[config.mk]
export PLATFORM = sky130hd
export DESIGN_NAME = climate_actuator_control
export DESIGN_NICKNAME = d
export VERILOG_FILES = /design/src/cac_pkg.sv /design/src/cac_div.sv /design/src/cac_datapath.sv /design/src/cac_ctrl.sv /design/src/climate_actuator_control.sv
export SDC_FILE = /design/constraint.sdc
export NUM_CORES = 2
export LEC_CHECK = 0
export BUFFER_PORTS_ARGS = -buffer_cell sky130_fd_sc_hd__buf_2
export CELL_PAD_IN_SITES_DETAIL_PLACEMENT = 2
export CELL_PAD_IN_SITES_GLOBAL_PLACEMENT = 2
export CORE_AREA = 3 3 345 347
export CTS_CLUSTER_DIAMETER = 50
export DETAILED_ROUTE_END_ITERATION = 10
export DIE_AREA = 0 0 348 350
export PLACE_DENSITY = 0.86
export SLEW_MARGIN = 20
export SYNTH_ARGS = -nofsm -noshare
export SYNTH_HDL_FRONTEND = slang
export SYNTH_SLANG_ARGS = --single-unit
[constraint.sdc]
create_clock -name clk -period 13.5 [get_ports clk]
set_clock_uncertainty 0.05 [all_clocks]
set_input_delay 2.025 -clock clk [delete_from_list [all_inputs] [get_ports clk]]
set_output_delay 2.025 -clock clk [all_outputs]
set_load 0.05 [all_outputs]
[src/cac_pkg.sv]
`timescale 1ns / 1ps
package cac_pkg;

  localparam int TempW = 13;
  localparam int HumW  = 10;
  localparam int LuxW  = 16;
  localparam int SoilW = 7;
  localparam int LvlW  = 7;
  localparam int DivW  = 34;

  typedef enum logic [1:0] {
    ACT_FAN  = 2'd0,
    ACT_HUM  = 2'd1,
    ACT_LED  = 2'd2,
    ACT_PUMP = 2'd3
  } act_t;

  typedef enum logic [2:0] {
    CFG_TEMP_LOW  = 3'd0,
    CFG_TEMP_HIGH = 3'd1,
    CFG_HUM_ON    = 3'd2,
    CFG_HUM_OFF   = 3'd3,
    CFG_LUX_LOW   = 3'd4,
    CFG_LUX_HIGH  = 3'd5,
    CFG_SOIL_ON   = 3'd6,
    CFG_SOIL_OFF  = 3'd7
  } cfg_idx_t;

  // Datapath operation codes issued by the controller.
  typedef enum logic [3:0] {
    OP_NONE    = 4'd0,
    OP_LOAD    = 4'd1,
    OP_DIV_E   = 4'd2,
    OP_DIV_EC  = 4'd3,
    OP_DIV_FZ  = 4'd4,
    OP_DIV_LED = 4'd5,
    OP_MU      = 4'd6,
    OP_ACC     = 4'd7,
    OP_FAN     = 4'd8,
    OP_EMIT    = 4'd9
  } op_t;

  typedef struct packed {
    op_t        op;
    logic       div_start;
    logic [4:0] rule;
    act_t       act;
    logic       last;
  } cmd_t;

  typedef struct packed {
    logic       div_done;
    logic [3:0] pend;
  } sts_t;

  // Rule base: output set for error row i, change column j.
  function automatic logic [2:0] rule_set(input logic [4:0] k);
    logic [2:0] r;
    case (k)
      5'd0, 5'd1, 5'd2, 5'd5:                          r = 3'd0;
      5'd3, 5'd4, 5'd6, 5'd7, 5'd10, 5'd11:            r = 3'd1;
      5'd8, 5'd9, 5'd12, 5'd15, 5'd16:                 r = 3'd2;
      5'd13, 5'd17:                                    r = 3'd3;
      default:                                         r = 3'd4;
    endcase
    return r;
  endfunction

  // Three times the center of each output set.
  function automatic logic [8:0] centre3(input logic [2:0] s);
    logic [8:0] c;
    case (s)
      3'd0:    c = 9'd10;
      3'd1:    c = 9'd105;
      3'd2:    c = 9'd45;
      3'd3:    c = 9'd195;
      default: c = 9'd260;
    endcase
    return c;
  endfunction

endpackage

[src/cac_div.sv]
`timescale 1ns / 1ps
// Restoring divider, one quotient bit per cycle.
module cac_div (
  input  logic                    clk,
  input  logic                    rst_n,
  input  logic                    start,
  input  logic [cac_pkg::DivW-1:0] num,
  input  logic [cac_pkg::DivW-1:0] den,
  output logic                    done,
  output logic [cac_pkg::DivW-1:0] quo
);
  import cac_pkg::*;

  localparam int CntW = $clog2(DivW + 1);

  logic [DivW-1:0] q_r, q_nxt, rem_r, rem_nxt, d_r, d_nxt;
  logic [CntW-1:0] cnt_r, cnt_nxt;
  logic            busy_r, busy_nxt, done_r, done_nxt;
  logic [DivW:0]   trial;

  always_comb begin
    q_nxt    = q_r;
    rem_nxt  = rem_r;
    d_nxt    = d_r;
    cnt_nxt  = cnt_r;
    busy_nxt = busy_r;
    done_nxt = 1'b0;
    trial    = '0;
    if (start) begin
      q_nxt    = num;
      rem_nxt  = '0;
      d_nxt    = den;
      cnt_nxt  = CntW'(DivW);
      busy_nxt = 1'b1;
    end else if (busy_r) begin
      trial = {rem_r, q_r[DivW-1]} - {1'b0, d_r};
      if (!trial[DivW]) begin
        rem_nxt = trial[DivW-1:0];
        q_nxt   = {q_r[DivW-2:0], 1'b1};
      end else begin
        rem_nxt = {rem_r[DivW-2:0], q_r[DivW-1]};
        q_nxt   = {q_r[DivW-2:0], 1'b0};
      end
      cnt_nxt = cnt_r - 1'b1;
      if (cnt_r == CntW'(1)) begin
        busy_nxt = 1'b0;
        done_nxt = 1'b1;
      end
    end
  end

  always_ff @(posedge clk) begin
    if (!rst_n) begin
      busy_r <= 1'b0;
      done_r <= 1'b0;
      cnt_r  <= '0;
    end else begin
      busy_r <= busy_nxt;
      done_r <= done_nxt;
      cnt_r  <= cnt_nxt;
    end
    q_r   <= q_nxt;
    rem_r <= rem_nxt;
    d_r   <= d_nxt;
  end

  assign done = done_r;
  assign quo  = q_r;

endmodule

[src/cac_datapath.sv]
`timescale 1ns / 1ps
module cac_datapath #(
  parameter int LEVEL_DEADBAND = 5
) (
  input  logic                     clk,
  input  logic                     rst_n,
  input  cac_pkg::cmd_t            cmd,
  output cac_pkg::sts_t            sts,
  output logic                     lux_ramp,
  input  logic                     cfg_valid,
  input  logic [2:0]               cfg_index,
  input  logic [15:0]              cfg_data,
  input  logic signed [13:0]       in_air_temp,
  input  logic [9:0]               in_air_humidity,
  input  logic [15:0]              in_light_level,
  input  logic [6:0]               in_soil_moisture,
  output logic [1:0]               out_actuator,
  output logic                     out_switch_on,
  output logic [6:0]               out_level,
  output logic                     out_last_of_run
);
  import cac_pkg::*;

  localparam logic signed [17:0] QONE = 18'sd16384;
  localparam logic [7:0] DBAND = 8'(LEVEL_DEADBAND);

  // Configuration registers.
  logic [12:0] tlo_r, thi_r;
  logic [9:0]  hon_r, hoff_r;
  logic [15:0] llo_r, lhi_r;
  logic [6:0]  son_r, soff_r;

  always_ff @(posedge clk) begin
    if (!rst_n) begin
      tlo_r <= 13'd2000; thi_r <= 13'd2800;
      hon_r <= 10'd800;  hoff_r <= 10'd900;
      llo_r <= 16'd200;  lhi_r <= 16'd400;
      son_r <= 7'd40;    soff_r <= 7'd60;
    end else if (cfg_valid) begin
      unique case (cfg_idx_t'(cfg_index))
        CFG_TEMP_LOW:  tlo_r  <= cfg_data[12:0];
        CFG_TEMP_HIGH: thi_r  <= cfg_data[12:0];
        CFG_HUM_ON:    hon_r  <= cfg_data[9:0];
        CFG_HUM_OFF:   hoff_r <= cfg_data[9:0];
        CFG_LUX_LOW:   llo_r  <= cfg_data;
        CFG_LUX_HIGH:  lhi_r  <= cfg_data;
        CFG_SOIL_ON:   son_r  <= cfg_data[6:0];
        default:       soff_r <= cfg_data[6:0];
      endcase
    end
  end

  // Sample registers and persistent actuator state.
  logic signed [15:0] e2_r, prev_r;
  logic signed [16:0] ec2_r;
  logic               first_r;
  logic [13:0]        emax_r;
  logic [9:0]         hum_r;
  logic [15:0]        lux_r;
  logic [6:0]         soil_r;
  logic signed [17:0] en_r, ecn_r;
  logic [15:0]        me_r [5];
  logic [15:0]        mc_r [5];
  logic [33:0]        num_r;
  logic [20:0]        den_r;
  logic [6:0]         speed_r, led_r;
  logic signed [8:0]  fan_sent_r, led_sent_r;
  logic               fan_on_r, hum_on_r, led_on_r, pump_on_r;
  logic               hum_new_r, pump_new_r;
  logic [3:0]         pend_r;

  logic signed [15:0] e2_w;
  logic signed [16:0] ec2_w;
  logic signed [14:0] emax_w;
  logic [DivW-1:0]    dnum, dden, dquo;
  logic               ddone;

  assign e2_w   = 16'($signed({in_air_temp, 1'b0})) - 16'($signed({3'b0, {1'b0, tlo_r} + {1'b0, thi_r}}));
  assign ec2_w  = first_r ? 17'sd0 : 17'(e2_w) - 17'(prev_r);
  assign emax_w = $signed({2'b0, thi_r}) - $signed({2'b0, tlo_r});

  // The LED level needs the ramp division only between the two light limits.
  assign lux_ramp = (in_light_level >= llo_r) && (in_light_level < lhi_r);

  function automatic logic [15:0] abs16(input logic signed [15:0] v);
    return v[15] ? 16'(-v) : 16'(v);
  endfunction

  function automatic logic [16:0] abs17(input logic signed [16:0] v);
    return v[16] ? 17'(-v) : 17'(v);
  endfunction

  // Divider operand selection.
  always_comb begin
    dnum = '0;
    dden = 34'd1;
    case (cmd.op)
      OP_DIV_E: begin
        dnum = DivW'({abs16(e2_r), 14'b0});
        dden = DivW'({emax_r, 1'b0});
      end
      OP_DIV_EC: begin
        dnum = DivW'(({abs17(ec2_r), 14'b0}) * 34'd10);
        dden = DivW'(emax_r * 17'd6);
      end
      OP_DIV_FZ: begin
        dnum = num_r;
        dden = DivW'(den_r * 23'd3);
      end
      OP_DIV_LED: begin
        dnum = DivW'((lhi_r - lux_r) * 23'd100);
        dden = DivW'(lhi_r - llo_r);
      end
      default: ;
    endcase
  end

  cac_div u_div (
    .clk, .rst_n, .start(cmd.div_start), .num(dnum), .den(dden),
    .done(ddone), .quo(dquo)
  );

  function automatic logic [15:0] tri_mu(input logic signed [17:0] x, input logic signed [17:0] a);
    logic signed [17:0] d;
    d = x - a;
    if (d <= 0 || d >= 18'sd16384) return 16'd0;
    if (d <= 18'sd8192) return 16'(d * 4);
    return 16'((18'sd16384 - d) * 4);
  endfunction

  // Memberships in Q1.15; full membership of the two outer sets is held as 16'hFFFF.
  function automatic logic [15:0] mu_at(input logic signed [17:0] x, input int k);
    logic [15:0] m;
    case (k)
      0:       m = (x <= -QONE) ? 16'hFFFF : (x >= -18'sd8192) ? 16'd0 : 16'((-18'sd8192 - x) * 4);
      1:       m = tri_mu(x, -QONE);
      2:       m = tri_mu(x, -18'sd8192);
      3:       m = tri_mu(x, 18'sd0);
      default: m = (x >= QONE) ? 16'hFFFF : (x <= 18'sd8192) ? 16'd0 : 16'((x - 18'sd8192) * 4);
    endcase
    return m;
  endfunction

  // Split the rule number into error row and change column.
  logic [2:0] ri, rj;
  assign ri = (cmd.rule >= 5'd20) ? 3'd4 : (cmd.rule >= 5'd15) ? 3'd3 :
              (cmd.rule >= 5'd10) ? 3'd2 : (cmd.rule >= 5'd5) ? 3'd1 : 3'd0;
  assign rj = 3'(cmd.rule - {ri, 2'b0} - {2'b0, ri});

  // Saturated mu value 0xFFFF stands for 32768.
  logic [15:0] mi, mj, mmin;
  logic [16:0] mval;
  assign mi   = me_r[ri];
  assign mj   = mc_r[rj];
  assign mmin = (mi < mj) ? mi : mj;
  assign mval = (mmin == 16'hFFFF) ? 17'd32768 : {1'b0, mmin};

  logic [6:0] fan_w;
  logic       fan_send, led_send;
  logic [8:0] fdiff, ldiff;
  assign fan_w   = (den_r == '0 || dquo > 34'd100) ? (den_r == '0 ? 7'd0 : 7'd100) : dquo[6:0];
  assign fdiff   = ($signed({2'b0, speed_r}) > fan_sent_r) ? 9'($signed({2'b0, speed_r}) - fan_sent_r)
                                                          : 9'(fan_sent_r - $signed({2'b0, speed_r}));
  assign ldiff   = ($signed({2'b0, led_r}) > led_sent_r) ? 9'($signed({2'b0, led_r}) - led_sent_r)
                                                        : 9'(led_sent_r - $signed({2'b0, led_r}));
  assign fan_send = ((speed_r != 0) != fan_on_r) || (fdiff > {1'b0, DBAND});
  assign led_send = ((led_r != 0) != led_on_r) || (ldiff > {1'b0, DBAND});

  logic sat_q;
  assign sat_q = dquo > 34'd16384;

  always_ff @(posedge clk) begin
    if (!rst_n) begin
      prev_r     <= '0;
      first_r    <= 1'b1;
      fan_sent_r <= -9'sd1;
      led_sent_r <= -9'sd1;
      fan_on_r   <= 1'b0;
      hum_on_r   <= 1'b0;
      led_on_r   <= 1'b0;
      pump_on_r  <= 1'b0;
      pend_r     <= '0;
    end else begin
      unique case (cmd.op)
        OP_LOAD: begin
          e2_r    <= e2_w;
          ec2_r   <= ec2_w;
          prev_r  <= e2_w;
          first_r <= 1'b0;
          emax_r  <= (emax_w < 15'sd50) ? 14'd50 : emax_w[13:0];
          hum_r   <= in_air_humidity;
          lux_r   <= in_light_level;
          soil_r  <= in_soil_moisture;
          num_r   <= '0;
          den_r   <= '0;
          led_r   <= (in_light_level < llo_r) ? 7'd100 : 7'd0;
        end
        OP_DIV_E:
          if (ddone) en_r <= e2_r[15] ? -(sat_q ? QONE : $signed({1'b0, dquo[16:0]}))
                                      : (sat_q ? QONE : $signed({1'b0, dquo[16:0]}));
        OP_DIV_EC:
          if (ddone) ecn_r <= ec2_r[16] ? -(sat_q ? QONE : $signed({1'b0, dquo[16:0]}))
                                        : (sat_q ? QONE : $signed({1'b0, dquo[16:0]}));
        OP_DIV_LED:
          if (ddone) led_r <= dquo[6:0];
        OP_MU: begin
          for (int k = 0; k < 5; k++) begin
            me_r[k] <= mu_at(en_r, k);
            mc_r[k] <= mu_at(ecn_r, k);
          end
        end
        OP_ACC: begin
          num_r <= num_r + 34'(mval) * 34'(centre3(rule_set(cmd.rule)));
          den_r <= den_r + 21'(mval);
        end
        OP_DIV_FZ:
          if (ddone) speed_r <= (fan_w < 7'd30) ? 7'd0 : fan_w;
        OP_FAN: begin
          hum_new_r  <= (hum_r < hon_r) ? 1'b1 : (hum_r > hoff_r) ? 1'b0 : hum_on_r;
          pump_new_r <= (soil_r < son_r) ? 1'b1 : (soil_r > soff_r) ? 1'b0 : pump_on_r;
          pend_r     <= {((soil_r < son_r) ? 1'b1 : (soil_r > soff_r) ? 1'b0 : pump_on_r) != pump_on_r,
                         led_send,
                         ((hum_r < hon_r) ? 1'b1 : (hum_r > hoff_r) ? 1'b0 : hum_on_r) != hum_on_r,
                         fan_send};
        end
        OP_EMIT: begin
          out_actuator    <= cmd.act;
          out_last_of_run <= cmd.last;
          pend_r[cmd.act] <= 1'b0;
          case (cmd.act)
            ACT_FAN: begin
              out_switch_on <= speed_r != 0; out_level <= speed_r;
              fan_on_r <= speed_r != 0; fan_sent_r <= $signed({2'b0, speed_r});
            end
            ACT_HUM: begin
              out_switch_on <= hum_new_r; out_level <= '0; hum_on_r <= hum_new_r;
            end
            ACT_LED: begin
              out_switch_on <= led_r != 0; out_level <= led_r;
              led_on_r <= led_r != 0; led_sent_r <= $signed({2'b0, led_r});
            end
            default: begin
              out_switch_on <= pump_new_r; out_level <= '0; pump_on_r <= pump_new_r;
            end
          endcase
        end
        default: ;
      endcase
    end
  end

  assign sts.div_done = ddone;
  assign sts.pend     = pend_r;

endmodule

[src/cac_ctrl.sv]
`timescale 1ns / 1ps
module cac_ctrl (
  input  logic          clk,
  input  logic          rst_n,
  input  logic          in_valid,
  output logic          in_stall,
  output logic          out_valid,
  input  logic          out_stall,
  input  logic          lux_ramp,
  output cac_pkg::cmd_t cmd,
  input  cac_pkg::sts_t sts
);
  import cac_pkg::*;

  typedef enum logic [9:0] {
    S_IDLE  = 10'b0000000001,
    S_DE    = 10'b0000000010,
    S_DEC   = 10'b0000000100,
    S_MU    = 10'b0000001000,
    S_ACC   = 10'b0000010000,
    S_DFZ   = 10'b0000100000,
    S_DLED  = 10'b0001000000,
    S_FAN   = 10'b0010000000,
    S_EMIT  = 10'b0100000000,
    S_OUT   = 10'b1000000000
  } state_t;

  state_t     st_r, st_nxt;
  logic       go_r, go_nxt;
  logic [4:0] rule_r, rule_nxt;
  logic       ov_r, ov_nxt;
  logic       ramp_r, ramp_nxt;
  act_t       sel;
  logic [3:0] rest;

  // Lowest pending actuator goes first.
  always_comb begin
    sel = ACT_PUMP;
    if (sts.pend[0]) sel = ACT_FAN;
    else if (sts.pend[1]) sel = ACT_HUM;
    else if (sts.pend[2]) sel = ACT_LED;
    rest = sts.pend & ~(4'b1 << sel);
  end

  // The output register holds a waiting word while the next sensor word is taken.
  assign in_stall  = (st_r != S_IDLE);
  assign out_valid = ov_r;

  always_comb begin
    st_nxt   = st_r;
    go_nxt   = 1'b0;
    rule_nxt = rule_r;
    ov_nxt   = ov_r && out_stall;
    ramp_nxt = ramp_r;
    cmd      = '{op: OP_NONE, div_start: 1'b0, rule: rule_r, act: sel, last: rest == '0};
    unique case (st_r)
      S_IDLE:
        if (in_valid) begin
          cmd.op   = OP_LOAD;
          ramp_nxt = lux_ramp;
          st_nxt   = S_DE;
          go_nxt   = 1'b1;
        end
      S_DE: begin
        cmd.op = OP_DIV_E; cmd.div_start = go_r;
        if (sts.div_done) begin st_nxt = S_DEC; go_nxt = 1'b1; end
      end
      S_DEC: begin
        cmd.op = OP_DIV_EC; cmd.div_start = go_r;
        if (sts.div_done) st_nxt = S_MU;
      end
      S_MU: begin
        cmd.op = OP_MU; rule_nxt = '0; st_nxt = S_ACC;
      end
      S_ACC: begin
        cmd.op = OP_ACC; rule_nxt = rule_r + 1'b1;
        if (rule_r == 5'd24) begin st_nxt = S_DFZ; go_nxt = 1'b1; end
      end
      S_DFZ: begin
        cmd.op = OP_DIV_FZ; cmd.div_start = go_r;
        if (sts.div_done) begin
          st_nxt = ramp_r ? S_DLED : S_FAN; go_nxt = 1'b1;
        end
      end
      S_DLED: begin
        cmd.op = OP_DIV_LED; cmd.div_start = go_r;
        if (sts.div_done) st_nxt = S_FAN;
      end
      S_FAN: begin
        cmd.op = OP_FAN; st_nxt = S_EMIT;
      end
      S_EMIT:
        if (sts.pend == '0) st_nxt = S_IDLE;
        else if (!ov_r || !out_stall) begin
          cmd.op = OP_EMIT; ov_nxt = 1'b1; st_nxt = S_OUT;
        end
      default: st_nxt = S_EMIT;
    endcase
  end

  always_ff @(posedge clk) begin
    if (!rst_n) begin
      st_r   <= S_IDLE;
      go_r   <= 1'b0;
      ov_r   <= 1'b0;
      rule_r <= '0;
      ramp_r <= 1'b0;
    end else begin
      st_r   <= st_nxt;
      go_r   <= go_nxt;
      ov_r   <= ov_nxt;
      rule_r <= rule_nxt;
      ramp_r <= ramp_nxt;
    end
  end

`ifndef ASSERT_OFF
  a_no_accept_busy: assert property (@(posedge clk) disable iff (!rst_n)
    (st_r != S_IDLE) |-> in_stall) else $error("input taken while busy");
  a_rule_range: assert property (@(posedge clk) disable iff (!rst_n)
    (st_r == S_ACC) |-> (rule_r <= 5'd24)) else $error("rule index out of range");
  a_emit_once: assert property (@(posedge clk) disable iff (!rst_n)
    (cmd.op == OP_EMIT) |=> out_valid) else $error("emitted word not shown");
`endif

endmodule

[src/climate_actuator_control.sv]
`timescale 1ns / 1ps
// Climate actuator control. Each sensor word produces zero to four actuator command
// words in the order fan, humidifier, LED, pump; last_of_run marks the final one. The
// fan level comes from a 5x5 fuzzy PD controller evaluated by one shared 34-bit
// restoring divider and a single accumulate step per rule. After a sensor word is taken
// the input stalls while the block works through three divisions, the accumulate steps
// of the 25 rules, the memberships, the send decisions and the first command check. A
// fourth division runs when the light level lies between the two light limits. Each
// command word then passes through an emit state and an output state; the emit state
// waits while a word held at the output is stalled. Once no word is pending, the block
// returns to idle, where it can take the next sensor word. A command word still waiting
// at the output does not hold off the next sensor word. Configuration writes are taken
// at any time and must only occur while idle.
module climate_actuator_control #(
  parameter int LEVEL_DEADBAND = 5
) (
  input  logic              clk,
  input  logic              rst_n,
  input  logic              in_valid,
  output logic              in_stall,
  input  logic signed [13:0] in_air_temp,
  input  logic [9:0]        in_air_humidity,
  input  logic [15:0]       in_light_level,
  input  logic [6:0]        in_soil_moisture,
  output logic              out_valid,
  input  logic              out_stall,
  output logic [1:0]        out_actuator,
  output logic              out_switch_on,
  output logic [6:0]        out_level,
  output logic              out_last_of_run,
  input  logic              cfg_valid,
  output logic              cfg_ready,
  input  logic [2:0]        cfg_index,
  input  logic [15:0]       cfg_data
);
  import cac_pkg::*;

  cmd_t cmd;
  sts_t sts;
  logic lux_ramp;

  assign cfg_ready = 1'b1;

  cac_ctrl u_ctrl (
    .clk, .rst_n, .in_valid, .in_stall, .out_valid, .out_stall,
    .lux_ramp, .cmd, .sts
  );

  cac_datapath #(.LEVEL_DEADBAND(LEVEL_DEADBAND)) u_dp (
    .clk, .rst_n, .cmd, .sts, .lux_ramp, .cfg_valid, .cfg_index, .cfg_data,
    .in_air_temp, .in_air_humidity, .in_light_level, .in_soil_moisture,
    .out_actuator, .out_switch_on, .out_level, .out_last_of_run
  );

endmodule
==> results.cfg <==
[sta]
setup-violations-final = 0
slew_headroom = 0.1966
drv_slew = 0
whs_ps = 409.6
fmax_mhz = 75.49
period_share = 0.9813
post-route-min-period_ps = 13250
layout_setup_ws_ps = 252.5
worst_slew_pin_slew_ps = 1192
hold_viol = 0

[die]
rows = 125
io-pin-count = 85
dieWidth_um = 348
core-area_mm2 = 0.1162
initial_utilization = 0.3982
die-height_um = 350
die-area_mm2 = 0.1218

[cells_and_area]
drive_gt1_frac = 0.08357
fin_area_mm2 = 0.05177
seqCellArea_mm2 = 0.01594
syn_to_final_growth_pct = 11.88
fillers = 12376
final_nets = 5825
multiInputGateArea_mm2 = 0.02760
finalNonFillerCells = 6754

[logic_synthesis]
yosys_warnings = 0
syn_nets = 5795
async_flop_share = 0
syn_inst = 5117
synth_ff_type = edfxtp_1
syn-cell-area_mm2 = 0.04628
synth_area_per_cell_um2 = 9.044
yosysSeqAreaShare = 0.3443
ys_ff_latch = 596
yosysUniqueCellTypes = 97
synth_edf_count = 400

[pwr]
power_leakage_nw = 22.03
powerDensity_mw_per_mm2 = 132.2
ir_drop_uv = 99.04

[setup_path]
worstRegToRegCells = 43
reg2reg_slack_ps = 250
cp_max_fo = 22
r2r_end = u_dp.num_r[31]$_SDFFCE_PP0P_
slowest_delay_ps = 770
worst-setup-path-type = flop to flop
startpoint_type = flop
rr_startpoint = u_ctrl.rule_r[0]$_SDFFE_PN0N_
critical_path_required_ps = 13890
crit_top_cell = fa_1
cp.arrival_ps = 13630
cp-end-kind = flop
slowest_stage = nor4b_2

[drt]
drc = 0
wirelength_mm = 205.4
avgViaCountPerCell = 6.263
drt_iter0_drc = 3175
drtAntennaViolNets = 0
wl_per_cell_um = 30.42
vias = 42298
drt-pass1-iter-count = 6

[place]
globalplace.congestion = 0.8518
post-place-ws_ps = 460.7
placed_area_mm2 = 0.04824
dp.cells = 6563
place_hpwl_mm = 125.4
portBuffers = 83

[global_routing]
grt_pass1_vias = 48079
grt_use_total = 0.3267
grt_pass1_wl_mm = 307.8
grt_max_degree = 82
antenna_found_initial = 3
grt-ovfl-total = 0

[clock_network]
ctsHoldBuffers = 0
clk_path_buf_depth = 3
ctsRootBufferMaster = clkbuf_16
numCtsBuffers = 97
cts.clk_slew.worst_paths_ps = 60
cts_htree_levels = 3
cts.sinks = 596
insertion_delay_ps = 730
cts_tree = built

[job]
cap_violations = 0

[hold_path]
hp-start = u_dp.hon_r[7]$_SDFFE_PN0P_
hold_path_class = flop to flop
whs_path_depth = 2
whs_endpoint = u_dp.hon_r[7]$_SDFFE_PN0P_

[status]
status = finished clean
## per-stage QoR
stage                     power, mW  utilization  setup TNS (ps)
final                         6.847       0.4455               0
after global routing          7.082       0.4455          -321.1
after CTS                     6.804       0.4441               0
after detailed placement      3.915       0.4151               0
after global placement        3.775       0.4150               0
after floorplan               3.376            -               0
## registers in the layout, indices dropped and copies added (netlist names), 16 cells and up, named ones only
register and flops:
u_dp.lux_r 16, u_dp.llo_r 16, u_dp.ecn_r 18, u_dp.e2_r 16, u_dp.ec2_r 17, u_dp.u_div.quo 34, u_dp.u_div.rem_r 34, u_dp.num_r 34
u_dp.prev_r 16, u_dp.en_r 18, u_dp.lhi_r 16, u_dp.u_div.d_r 24, u_dp.me_r 72, u_dp.den_r 21, u_dp.mc_r 72
## synthesized netlist by cell type, types with 12 or more instances
master	count	area share
a221oi_1	19	0.0036
o31ai_1	27	0.0044
o21bai_1	32	0.0052
nor3_1	144	0.016
fa_1	135	0.058
nor2_1	382	0.031
a21oi_1	349	0.038
or3_1	121	0.016
o21a_1	41	0.0067
a21o_1	135	0.022
nand3b_1	12	0.0019
nor4_1	19	0.0026
buf_6	13	0.0032
o211ai_1	53	0.0086
dfxtp_1	196	0.085
and2_1	23	0.0031
ha_1	472	0.13
clkbuf_1	185	0.015
xnor2_1	207	0.039
nor2b_1	71	0.0096
nor3b_1	12	0.0019
nand4_1	36	0.0049
o221ai_1	14	0.0026
a22oi_1	20	0.0032
a211oi_1	39	0.0063
edfxtp_1	400	0.26
xor2_1	124	0.023
mux2_2	19	0.0046
mux4_2	14	0.0068
nand3_1	80	0.0087
or2_2	22	0.0030
nand2b_1	49	0.0066
nand2_1	547	0.044
mux2i_1	39	0.0084
and3_1	22	0.0030
a31oi_1	69	0.0093
buf_2	14	0.0015
o21ai_0	244	0.026
inv_1	519	0.042
o22ai_1	12	0.0016
## layout by cell type (no fill, tap or decap), types with 49 or more instances in the layout
cell type | synthesis | layout
a21o_1 | 135 | 135
a21oi_1 | 349 | 348
a31oi_1 | 69 | 68
buf_2 | 14 | 83
buf_4 | 3 | 72
clkbuf_16 | 0 | 98
dfxtp_1 | 196 | 195
edfxtp_1 | 400 | 400
fa_1 | 135 | 135
ha_1 | 472 | 472
inv_1 | 519 | 519
nand2_1 | 547 | 546
nand2b_1 | 49 | 49
nand3_1 | 80 | 80
nor2_1 | 382 | 380
nor2b_1 | 71 | 71
nor3_1 | 144 | 140
o211ai_1 | 53 | 53
o21ai_0 | 244 | 241
or3_1 | 121 | 121
xnor2_1 | 207 | 205
xor2_1 | 124 | 123
## cell families after synthesis
group / after synthesis / share of synthesized area
AND/OR/NAND/NOR: 1577 / 0.1600
AO/OA/AOI/OAI: 1178 / 0.1619
buffers and inverters: 750 / 0.06373
adder cells (fa/ha/maj): 608 / 0.1862
flip-flops: 596 / 0.3443
XOR/XNOR: 332 / 0.06324
multiplexers: 74 / 0.02044
other: 2 / 0.0001623
## final cells by class
type                       instances  area share
clock buffer                     110     0.04882
sequential                       596      0.3078
inverter                         522     0.03789
antenna                            1  0.00004833
timing repair buffer             157     0.01924
multi-input combinational       3773      0.5330
tap                             1524     0.03683
clock inverter                    71     0.01636
## worst max-delay path: cells and delay by family, from the launching register on
family | cells | cell delay [ps]
compound gates | 12 | 3290
simple gates | 11 | 2600
flops | 1 | 510
fa+ha+maj | 9 | 4170
buf+inv | 8 | 1390
mux | 2 | 710
xor+xnor | 1 | 190
## worst max path at each step
| stage | from | to | slack, ps | cells past startpoint |
|---|---|---|---|---|
| 6_report | u_ctrl.rule_r[0]$_SDFFE_PN0N_ | u_dp.num_r[31]$_SDFFCE_PP0P_ | 250 | 43 |
| 3_3_place_gp | u_ctrl.rule_r[0]$_SDFFE_PN0N_ | u_dp.num_r[30]$_SDFFCE_PP0P_ | 1030 | 45 |
| 4_1_cts | u_ctrl.rule_r[0]$_SDFFE_PN0N_ | u_dp.num_r[31]$_SDFFCE_PP0P_ | 3 | 44 |
| 5_1_grt | u_ctrl.rule_r[0]$_SDFFE_PN0N_ | u_dp.num_r[31]$_SDFFCE_PP0P_ | -140 | 45 |
| 2_1_floorplan | u_ctrl.rule_r[0]$_SDFFE_PN0N_ | u_dp.num_r[33]$_SDFFCE_PP0P_ | 1960 | 45 |
| 3_5_place_dp | u_ctrl.rule_r[0]$_SDFFE_PN0N_ | u_dp.num_r[30]$_SDFFCE_PP0P_ | 460 | 45 |
## what timing repair did
| action | 4_1_cts | 5_1_grt |
|---|---|---|
| endpoints found under the setup margin | 0 | 13 |
| buffers inserted | 0 | 7 |
| resized for setup | 0 | 11 |
## report_power, final
part | internal, mW | leakage, nW | switching (mW)
clock | 1.59 | 1.64 | 1.13
sequential | 2.05 | 5.30 | 0.114
combinational | 0.695 | 15.1 | 1.27
## layer usage
metal | up-vias | part of all wire | track usage
met3 | 844 | 0.060 | 0.05679
met5 | - | 0.00013 | 0
met4 | 4 | 0.074 | 0.2178
met1 | 21566 | 0.37 | 0.3585
li1 | 18038 | - | -
met2 | 1846 | 0.50 | 0.5798
Note: power is estimated with default switching activity, not from simulation.
